===== config.mk =====
export PLATFORM = sky130hd
export DESIGN_NAME = next_k_permutation_generator
export DESIGN_NICKNAME = d
export VERILOG_FILES = /design/src/nkpg_pkg.sv /design/src/next_k_permutation_generator.sv /design/src/nkpg_datapath.sv /design/src/nkpg_controller.sv
export SDC_FILE = /design/constraint.sdc
export NUM_CORES = 1
export LEC_CHECK = 0
export BUFFER_PORTS_ARGS = -buffer_cell sky130_fd_sc_hd__buf_2
export CAP_MARGIN = 20
export CORE_UTILIZATION = 45
export DETAILED_ROUTE_END_ITERATION = 10
export PLACE_DENSITY = 0.6
export SLEW_MARGIN = 0
export SYNTH_ARGS = -nofsm -noshare
export SYNTH_HDL_FRONTEND = slang
export SYNTH_SLANG_ARGS = --single-unit

===== constraint.sdc =====
create_clock -name clk_i -period 5.09 [get_ports clk_i]
set_input_delay 0.509 -clock clk_i [delete_from_list [all_inputs] [get_ports clk_i]]
set_output_delay 0.509 -clock clk_i [all_outputs]
set_load 0.05 [all_outputs]

===== src/nkpg_pkg.sv =====
package nkpg_pkg;

  localparam int unsigned ArrangeMax = 16;
  localparam int unsigned KindW      = 2;
  localparam int unsigned ElemW      = 8;
  localparam int unsigned KW         = 5;
  localparam int unsigned PosW       = 4;
  localparam int unsigned StatW      = 2;

  localparam logic [KindW-1:0] KIND_LOAD  = 2'd0;
  localparam logic [KindW-1:0] KIND_CLEAR = 2'd1;
  localparam logic [KindW-1:0] KIND_START = 2'd2;
  localparam logic [KindW-1:0] KIND_NEXT  = 2'd3;

  localparam logic [StatW-1:0] ST_VALUE     = 2'd0;
  localparam logic [StatW-1:0] ST_EXHAUSTED = 2'd1;
  localparam logic [StatW-1:0] ST_ACK       = 2'd2;
  localparam logic [StatW-1:0] ST_FULL      = 2'd3;

  typedef enum logic [3:0] {
    DP_NOP,
    DP_LOAD,
    DP_CLEAR,
    DP_START,
    DP_NEXT_INIT,
    DP_REL,
    DP_SCAN_STEP,
    DP_TAKE,
    DP_FILL_TAKE,
    DP_SLOT_DEC,
    DP_EXHAUST,
    DP_EMIT
  } dp_op_e;

  typedef struct packed {
    dp_op_e           op;
    logic             emit_st;
    logic [StatW-1:0] st;
  } cmd_t;

  typedef struct packed {
    logic full;
    logic k0_zero;
    logic gen_ok;
    logic scan_end;
    logic flag_free;
    logic slot_zero;
    logic fill_done;
    logic emit_last;
  } sts_t;

endpackage


===== src/next_k_permutation_generator.sv =====
// Lexicographic next-k-permutation generator. Load, clear, a start with nothing to arrange and
// a next outside generation give one result in the cycle after the transfer. A start with count
// k sets up the chosen indices and then gives the k values in consecutive cycles. A next frees
// chosen slots from the right and scans the free flags one index per cycle, ending with the k
// values or an exhausted status; this scan sets the rate. Results of one transfer come in
// consecutive cycles with valid_o high and must be taken as they appear, as there is no
// backpressure. busy is high while a transfer is being worked on; start is ignored then.
module next_k_permutation_generator #(
  parameter int unsigned MAX_ELEMENTS = 16,
  parameter int unsigned VALUE_WIDTH  = 8
) (
  input  logic                        clk_i,
  input  logic                        rst_ni,
  input  logic                        start,
  input  logic [nkpg_pkg::KindW-1:0]  kind_i,
  input  logic [nkpg_pkg::ElemW-1:0]  value_i,
  input  logic [nkpg_pkg::KW-1:0]     select_count_i,
  output logic                        busy,
  output logic                        valid_o,
  output logic [nkpg_pkg::ElemW-1:0]  element_value_o,
  output logic [nkpg_pkg::PosW-1:0]   position_o,
  output logic                        last_o,
  output logic [nkpg_pkg::StatW-1:0]  status_o
);
  import nkpg_pkg::*;

  cmd_t cmd;
  sts_t sts;

  nkpg_controller u_ctrl (
    .clk_i  (clk_i),
    .rst_ni (rst_ni),
    .start  (start),
    .kind_i (kind_i),
    .sts_i  (sts),
    .cmd_o  (cmd),
    .busy   (busy)
  );

  nkpg_datapath #(
    .MAX_ELEMENTS (MAX_ELEMENTS),
    .VALUE_WIDTH  (VALUE_WIDTH)
  ) u_dp (
    .clk_i           (clk_i),
    .rst_ni          (rst_ni),
    .value_i         (value_i),
    .select_count_i  (select_count_i),
    .cmd_i           (cmd),
    .sts_o           (sts),
    .valid_o         (valid_o),
    .element_value_o (element_value_o),
    .position_o      (position_o),
    .last_o          (last_o),
    .status_o        (status_o)
  );

endmodule


===== src/nkpg_datapath.sv =====
module nkpg_datapath #(
  parameter int unsigned MAX_ELEMENTS = 16,
  parameter int unsigned VALUE_WIDTH  = 8
) (
  input  logic                        clk_i,
  input  logic                        rst_ni,
  input  logic [nkpg_pkg::ElemW-1:0]  value_i,
  input  logic [nkpg_pkg::KW-1:0]     select_count_i,
  input  nkpg_pkg::cmd_t              cmd_i,
  output nkpg_pkg::sts_t              sts_o,
  output logic                        valid_o,
  output logic [nkpg_pkg::ElemW-1:0]  element_value_o,
  output logic [nkpg_pkg::PosW-1:0]   position_o,
  output logic                        last_o,
  output logic [nkpg_pkg::StatW-1:0]  status_o
);
  import nkpg_pkg::*;

  localparam int unsigned IW = $clog2(MAX_ELEMENTS);
  localparam int unsigned CW = $clog2(MAX_ELEMENTS + 1);
  localparam int unsigned SW = (VALUE_WIDTH < ElemW) ? VALUE_WIDTH : ElemW;
  localparam int unsigned WW = (CW > KW) ? CW : KW;
  localparam logic [CW-1:0] MaxCnt = CW'(MAX_ELEMENTS);

  logic [SW-1:0]           mem_q [MAX_ELEMENTS];
  logic [SW-1:0]           rdata_q;
  logic [MAX_ELEMENTS-1:0] free_q;
  logic [IW-1:0]           chosen_q [ArrangeMax];
  logic [CW-1:0]           loaded_q;
  logic [KW-1:0]           arranged_q;
  logic                    gen_q;
  logic [CW-1:0]           j_q;
  logic [PosW-1:0]         slot_q;
  logic [KW-1:0]           r_q;
  logic [PosW-1:0]         pos_q;
  logic                    ovalid_q;
  logic [PosW-1:0]         opos_q;
  logic                    olast_q;
  logic [StatW-1:0]        ost_q;

  logic [WW-1:0]           sel_w, ld_w, kmin_w;
  logic [KW-1:0]           k0;
  logic [KW-1:0]           km1;
  logic [PosW-1:0]         rd_sel;
  logic [IW-1:0]           ch_rd;
  logic [IW-1:0]           fidx;
  logic [MAX_ELEMENTS-1:0] start_mask;
  logic                    scan_end;

  always_comb begin
    sel_w  = WW'(select_count_i);
    ld_w   = WW'(loaded_q);
    kmin_w = (sel_w < ld_w) ? sel_w : ld_w;
    k0     = (kmin_w > WW'(ArrangeMax)) ? KW'(ArrangeMax) : kmin_w[KW-1:0];
    for (int i = 0; i < MAX_ELEMENTS; i++) begin
      start_mask[i] = !(WW'(i) < WW'(k0));
    end
  end

  assign km1      = arranged_q - KW'(1);
  assign rd_sel   = (cmd_i.op == DP_EMIT) ? pos_q : slot_q;
  assign ch_rd    = chosen_q[rd_sel];
  assign scan_end = (j_q >= loaded_q);
  assign fidx     = scan_end ? '0 : j_q[IW-1:0];

  assign sts_o.full      = (loaded_q >= MaxCnt);
  assign sts_o.k0_zero   = (k0 == '0);
  assign sts_o.gen_ok    = gen_q && (arranged_q != '0);
  assign sts_o.scan_end  = scan_end;
  assign sts_o.flag_free = free_q[j_q[IW-1:0]];
  assign sts_o.slot_zero = (slot_q == '0);
  assign sts_o.fill_done = (r_q >= arranged_q);
  assign sts_o.emit_last = ({1'b0, pos_q} == km1);

  // control state
  always_ff @(posedge clk_i or negedge rst_ni) begin
    if (!rst_ni) begin
      free_q     <= '1;
      loaded_q   <= '0;
      arranged_q <= '0;
      gen_q      <= 1'b0;
    end else begin
      unique case (cmd_i.op)
        DP_LOAD: begin
          free_q[loaded_q[IW-1:0]] <= 1'b1;
          loaded_q                 <= loaded_q + CW'(1);
          gen_q                    <= 1'b0;
        end
        DP_CLEAR: begin
          free_q     <= '1;
          loaded_q   <= '0;
          arranged_q <= '0;
          gen_q      <= 1'b0;
        end
        DP_START: begin
          free_q     <= start_mask;
          arranged_q <= k0;
          gen_q      <= (k0 != '0);
        end
        DP_REL:       free_q[ch_rd]          <= 1'b1;
        DP_TAKE:      free_q[j_q[IW-1:0]]    <= 1'b0;
        DP_FILL_TAKE: free_q[fidx]           <= 1'b0;
        DP_EXHAUST: begin
          free_q <= '1;
          gen_q  <= 1'b0;
        end
        default: ;
      endcase
    end
  end

  // scan counters and chosen indices
  always_ff @(posedge clk_i) begin
    unique case (cmd_i.op)
      DP_START: begin
        for (int i = 0; i < ArrangeMax; i++) begin
          chosen_q[i] <= IW'(i);
        end
        pos_q <= '0;
      end
      DP_NEXT_INIT: slot_q <= km1[PosW-1:0];
      DP_REL:       j_q    <= CW'(ch_rd) + CW'(1);
      DP_SCAN_STEP: j_q    <= j_q + CW'(1);
      DP_TAKE: begin
        chosen_q[slot_q] <= j_q[IW-1:0];
        r_q              <= KW'(slot_q) + KW'(1);
        j_q              <= '0;
        pos_q            <= '0;
      end
      DP_FILL_TAKE: begin
        chosen_q[r_q[PosW-1:0]] <= fidx;
        r_q                     <= r_q + KW'(1);
        j_q                     <= j_q + CW'(1);
      end
      DP_SLOT_DEC: slot_q <= slot_q - PosW'(1);
      DP_EMIT:     pos_q  <= pos_q + PosW'(1);
      default: ;
    endcase
  end

  // element store
  always_ff @(posedge clk_i) begin
    if (cmd_i.op == DP_LOAD) begin
      mem_q[loaded_q[IW-1:0]] <= value_i[SW-1:0];
    end
    rdata_q <= mem_q[ch_rd];
  end

  // result register
  always_ff @(posedge clk_i or negedge rst_ni) begin
    if (!rst_ni) begin
      ovalid_q <= 1'b0;
      opos_q   <= '0;
      olast_q  <= 1'b0;
      ost_q    <= ST_VALUE;
    end else begin
      priority if (cmd_i.op == DP_EMIT) begin
        ovalid_q <= 1'b1;
        opos_q   <= pos_q;
        olast_q  <= sts_o.emit_last;
        ost_q    <= ST_VALUE;
      end else if (cmd_i.emit_st) begin
        ovalid_q <= 1'b1;
        opos_q   <= '0;
        olast_q  <= 1'b1;
        ost_q    <= cmd_i.st;
      end else begin
        ovalid_q <= 1'b0;
      end
    end
  end

  assign valid_o         = ovalid_q;
  assign element_value_o = (ost_q == ST_VALUE) ? ElemW'(rdata_q) : '0;
  assign position_o      = opos_q;
  assign last_o          = olast_q;
  assign status_o        = ost_q;

endmodule


===== src/nkpg_controller.sv =====
module nkpg_controller (
  input  logic                       clk_i,
  input  logic                       rst_ni,
  input  logic                       start,
  input  logic [nkpg_pkg::KindW-1:0] kind_i,
  input  nkpg_pkg::sts_t             sts_i,
  output nkpg_pkg::cmd_t             cmd_o,
  output logic                       busy
);
  import nkpg_pkg::*;

  localparam logic [2:0] S_IDLE = 3'd0;
  localparam logic [2:0] S_REL  = 3'd1;
  localparam logic [2:0] S_SCAN = 3'd2;
  localparam logic [2:0] S_FILL = 3'd3;
  localparam logic [2:0] S_EMIT = 3'd4;

  logic [2:0] state_q, state_d;
  logic       accept;

  assign busy   = (state_q != S_IDLE);
  assign accept = start && !busy;

  always_comb begin
    state_d       = state_q;
    cmd_o.op      = DP_NOP;
    cmd_o.emit_st = 1'b0;
    cmd_o.st      = ST_VALUE;
    unique case (state_q)
      S_IDLE: begin
        if (accept) begin
          unique case (kind_i)
            KIND_LOAD: begin
              cmd_o.emit_st = 1'b1;
              if (sts_i.full) begin
                cmd_o.st = ST_FULL;
              end else begin
                cmd_o.op = DP_LOAD;
                cmd_o.st = ST_ACK;
              end
            end
            KIND_CLEAR: begin
              cmd_o.op      = DP_CLEAR;
              cmd_o.emit_st = 1'b1;
              cmd_o.st      = ST_ACK;
            end
            KIND_START: begin
              cmd_o.op = DP_START;
              if (sts_i.k0_zero) begin
                cmd_o.emit_st = 1'b1;
                cmd_o.st      = ST_EXHAUSTED;
              end else begin
                state_d = S_EMIT;
              end
            end
            KIND_NEXT: begin
              if (!sts_i.gen_ok) begin
                cmd_o.emit_st = 1'b1;
                cmd_o.st      = ST_EXHAUSTED;
              end else begin
                cmd_o.op = DP_NEXT_INIT;
                state_d  = S_REL;
              end
            end
          endcase
        end
      end
      S_REL: begin
        cmd_o.op = DP_REL;
        state_d  = S_SCAN;
      end
      S_SCAN: begin
        priority if (sts_i.scan_end) begin
          if (sts_i.slot_zero) begin
            cmd_o.op      = DP_EXHAUST;
            cmd_o.emit_st = 1'b1;
            cmd_o.st      = ST_EXHAUSTED;
            state_d       = S_IDLE;
          end else begin
            cmd_o.op = DP_SLOT_DEC;
            state_d  = S_REL;
          end
        end else if (sts_i.flag_free) begin
          cmd_o.op = DP_TAKE;
          state_d  = S_FILL;
        end else begin
          cmd_o.op = DP_SCAN_STEP;
        end
      end
      S_FILL: begin
        priority if (sts_i.fill_done) begin
          cmd_o.op = DP_EMIT;
          state_d  = sts_i.emit_last ? S_IDLE : S_EMIT;
        end else if (sts_i.scan_end || sts_i.flag_free) begin
          cmd_o.op = DP_FILL_TAKE;
        end else begin
          cmd_o.op = DP_SCAN_STEP;
        end
      end
      S_EMIT: begin
        cmd_o.op = DP_EMIT;
        if (sts_i.emit_last) begin
          state_d = S_IDLE;
        end
      end
      default: state_d = S_IDLE;
    endcase
  end

  always_ff @(posedge clk_i or negedge rst_ni) begin
    if (!rst_ni) begin
      state_q <= S_IDLE;
    end else begin
      state_q <= state_d;
    end
  end

endmodule


==> flow_metrics.tcl <==
set metrics [dict create \
    ctsRootBufferMaster "clkbuf_16" \
    cts_hold_buffers 0 \
    arrival_ps 4810 \
    via_per_inst 6.02 \
    io_pins 35 \
    yosysTopAreaCell "edfxtp_1" \
    finalMaxSlewViolations 0 \
    grt-ovfl-total 0 \
    cap_violations 0 \
    dr_total_vias 9586 \
    die_x_um 174 \
    fin_crit_ps 4620 \
    cts.sinks 256 \
    max_slew_margin_pct 34.0 \
    die_y_um 174 \
    worst_path_largest_cell_delay_ps 650 \
    cts_tree "yes" \
    crit_buf_inv 1 \
    cts_buffers 28 \
    routed_wl_um 36100 \
    utilization_pct 51.5 \
    path_class "reg -> reg" \
    routed.top_layer "met4" \
    grt_pass1_vias 9035 \
    detail-route-antenna-nets 0 \
    fin_tns_setup_ps 0 \
    core_area_sq_um 28900 \
    htreeDepth 1 \
    finalInstanceArea_sq_um 14900 \
    required_ps 5280 \
    yosysMostFrequentCell "edfxtp_1" \
    crit_family "multiplexers" \
    synth_area_leaders "edfxtp_1 (47%), mux2i_1 (4.6%), dfrtp_1 (4.1%), nor2_1 (3.6%), nand2_1 (3.6%)" \
    yosys_warnings 0 \
    regArea_sq_um 7440 \
    cts.repair_timing.setup_buffer_count 0 \
    drc 0 \
    synth_top_area_share_pct 47.4 \
    antenna_found_initial 2 \
    post-route-period-util_pct 90.7 \
    r2r_start "u_dp.j_q[0]" \
    post_cts_resized 0 \
    area.growth.synth_to_final_pct 11.7 \
    yosysSeqAreaShare_pct 55.9 \
    hold_viol 0 \
    cts.reportedPaths.clkPinSlew_ps 60 \
    insertion_delay_ps 560 \
    grt_pass1_wl_um 54700 \
    synth_cell_types 91 \
    hp-class "in -> async" \
    cp_cell_sequence "mux4_1, mux4_2, or2_4, a31oi_4, and3_1, mux2i_1, inv_1, ha_1, nand2_1, o21ai_0" \
    first_pass_iters 6 \
    startpoint "u_dp.j_q[0]" \
    multiInputGateArea_sq_um 5360 \
    p_leak_nw 5.51 \
    synth-edff-count 210 \
    drive_gt1_share_pct 15.9 \
    clockBufferDepth 3 \
    status "complete, no violations" \
    grt_usage_pct 23.9 \
    drt-initial-drc-count 1088 \
    ys_ff_latch 256 \
    slowest_stage "edfxtp_1" \
    peakVddDrop_mv 0.230 \
    syn-cell-area_sq_um 13300 \
    placed_cell_area_sq_um 13900 \
    syn_nets 1189 \
    fmax_ghz 0.217 \
    nNetsFinal 1237 \
    antenna_cells 0 \
    fin_skew_ps 26.2 \
    met1_length_um 16700 \
    start_util_pct 46.1 \
    dieArea_sq_um 30200 \
    nFillCells 2570 \
    worstMarginPinSlew_ps 990 \
    io_buffers 34 \
    synth_cells 1139 \
    netlist_top_cells_count "edfxtp_1 (210), nor2_1 (129), nand2_1 (128)" \
    async_flop_share_pct 14.8 \
    start_kind "register" \
    postSynthAreaPerCell_sq_um 11.7 \
    drt-wirelength-per-cell_um 22.7 \
    endpoint_kind "register" \
    ys.flop_type "edfxtp_1" \
    rrSetupSlack_ps 470 \
    gp_congestion 0.939 \
    p_per_area_nw_per_um2 292 \
    worst-path-max-fanout 14 \
    grt_setup_unrepaired "no" \
    grt_max_degree 39 \
    row_count 62 \
    met2_length_um 15500 \
    finalSetupViolCount 0 \
    wl_met3_um 2950 \
    dp_hpwl_um 26100 \
]
## path summary, 6_finish.rpt
path,endpoint,depth (start not counted)
worst max-delay path,u_dp.chosen_q[15][1],10
worst min-delay path,u_dp.arranged_q[0],1
worst max register to register,u_dp.chosen_q[15][1],10
worst min register to register,u_dp.position_o[0],1
max in group asynchronous,u_dp.ld_w[0],1
min in group clk_i,u_dp.mem_q[7][7],1
## where the power goes
| group | switching, mW | internal, mW |
|---|---|---|
| Combinational | 0.0444 | 0.0144 |
| Clock | 0.848 | 1.17 |
| Sequential | 0 | 2.26 |
## sequential cells by signal (all words and copies together) (netlist names), 2 cells and up
| register | cells |
|---|---|
| u_ctrl.state_q | 3 |
| u_dp.r_q | 5 |
| u_dp.ld_w | 5 |
| u_dp.arranged_q | 5 |
| u_dp.slot_q | 4 |
| u_dp.position_o | 4 |
| u_dp.free_q | 16 |
| u_dp.mem_q | 128 |
| u_dp.rdata_q | 8 |
| u_dp.j_q | 5 |
| u_dp.pos_q | 4 |
| u_dp.chosen_q | 64 |
| u_dp.status_o | 2 |
## kinds of logic (layout without fill, tap and decap cells)
kind of cell | after synthesis | in the layout | share of synthesized area, %
DFF | 256 | 256 | 55.9
xor gates and xnor gates | 19 | 19 | 1.25
and+or+nand+nor | 395 | 395 | 14.2
muxes | 89 | 89 | 8.21
buffers and inverters | 102 | 172 | 3.80
adders and majority gates | 32 | 32 | 3.01
AOI/OAI and AO/OA | 246 | 246 | 13.6
## per-layer routing
layer / vias to the layer above / track usage [%]
li1: 4381 / -
met1: 4706 / 35.8
met2: 433 / 35.3
met3: 66 / 4.04
met4: 0 / 7.05
met5: - / 0
## layout by cell type (no fill, tap or decap), types with 9 or more instances in the layout
master       n
buf_4       39
mux2_2      10
ha_1        32
dfrtp_1     22
a211oi_1    10
a31oi_1     15
xnor2_1     14
buf_2       34
nor3_1      16
dfstp_2     16
nand2_1    128
o21ai_0     30
o211ai_1    18
edfxtp_1   210
mux4_2      12
a22oi_1      9
nand2b_1    10
clkbuf_16   29
o221ai_1    15
o21ai_1      9
o22ai_1      9
and2_1      15
inv_1       46
a32oi_1     12
a21oi_1     34
nand3_1     29
nor2_1     129
a21o_1      11
mux2i_1     61
## final cells by class
type                    instances  share of cell area, %
well taps                     384                   3.23
clock inverters                15                  0.868
clock buffers                  37                   5.42
inverters                      47                   1.20
repair buffers                 73                   3.12
multi-input cells             781                   36.1
flip-flops and latches        256                   50.1
## stage by stage
stage / setup WS, ps / instances / power, mW / hold WS, ps
global route: 174 / 1593 / 4.44 / 156
detailed placement: 499 / 1541 / 2.36 / 490
global placement: 670 / 1541 / 2.36 / 480
floorplan: 1150 / 1139 / 2.32 / 213
CTS: 490 / 1593 / 4.37 / 98.2
finish: 474 / 1593 / 4.33 / 72.4
No activity file was read; power rests on OpenSTA's default activity.
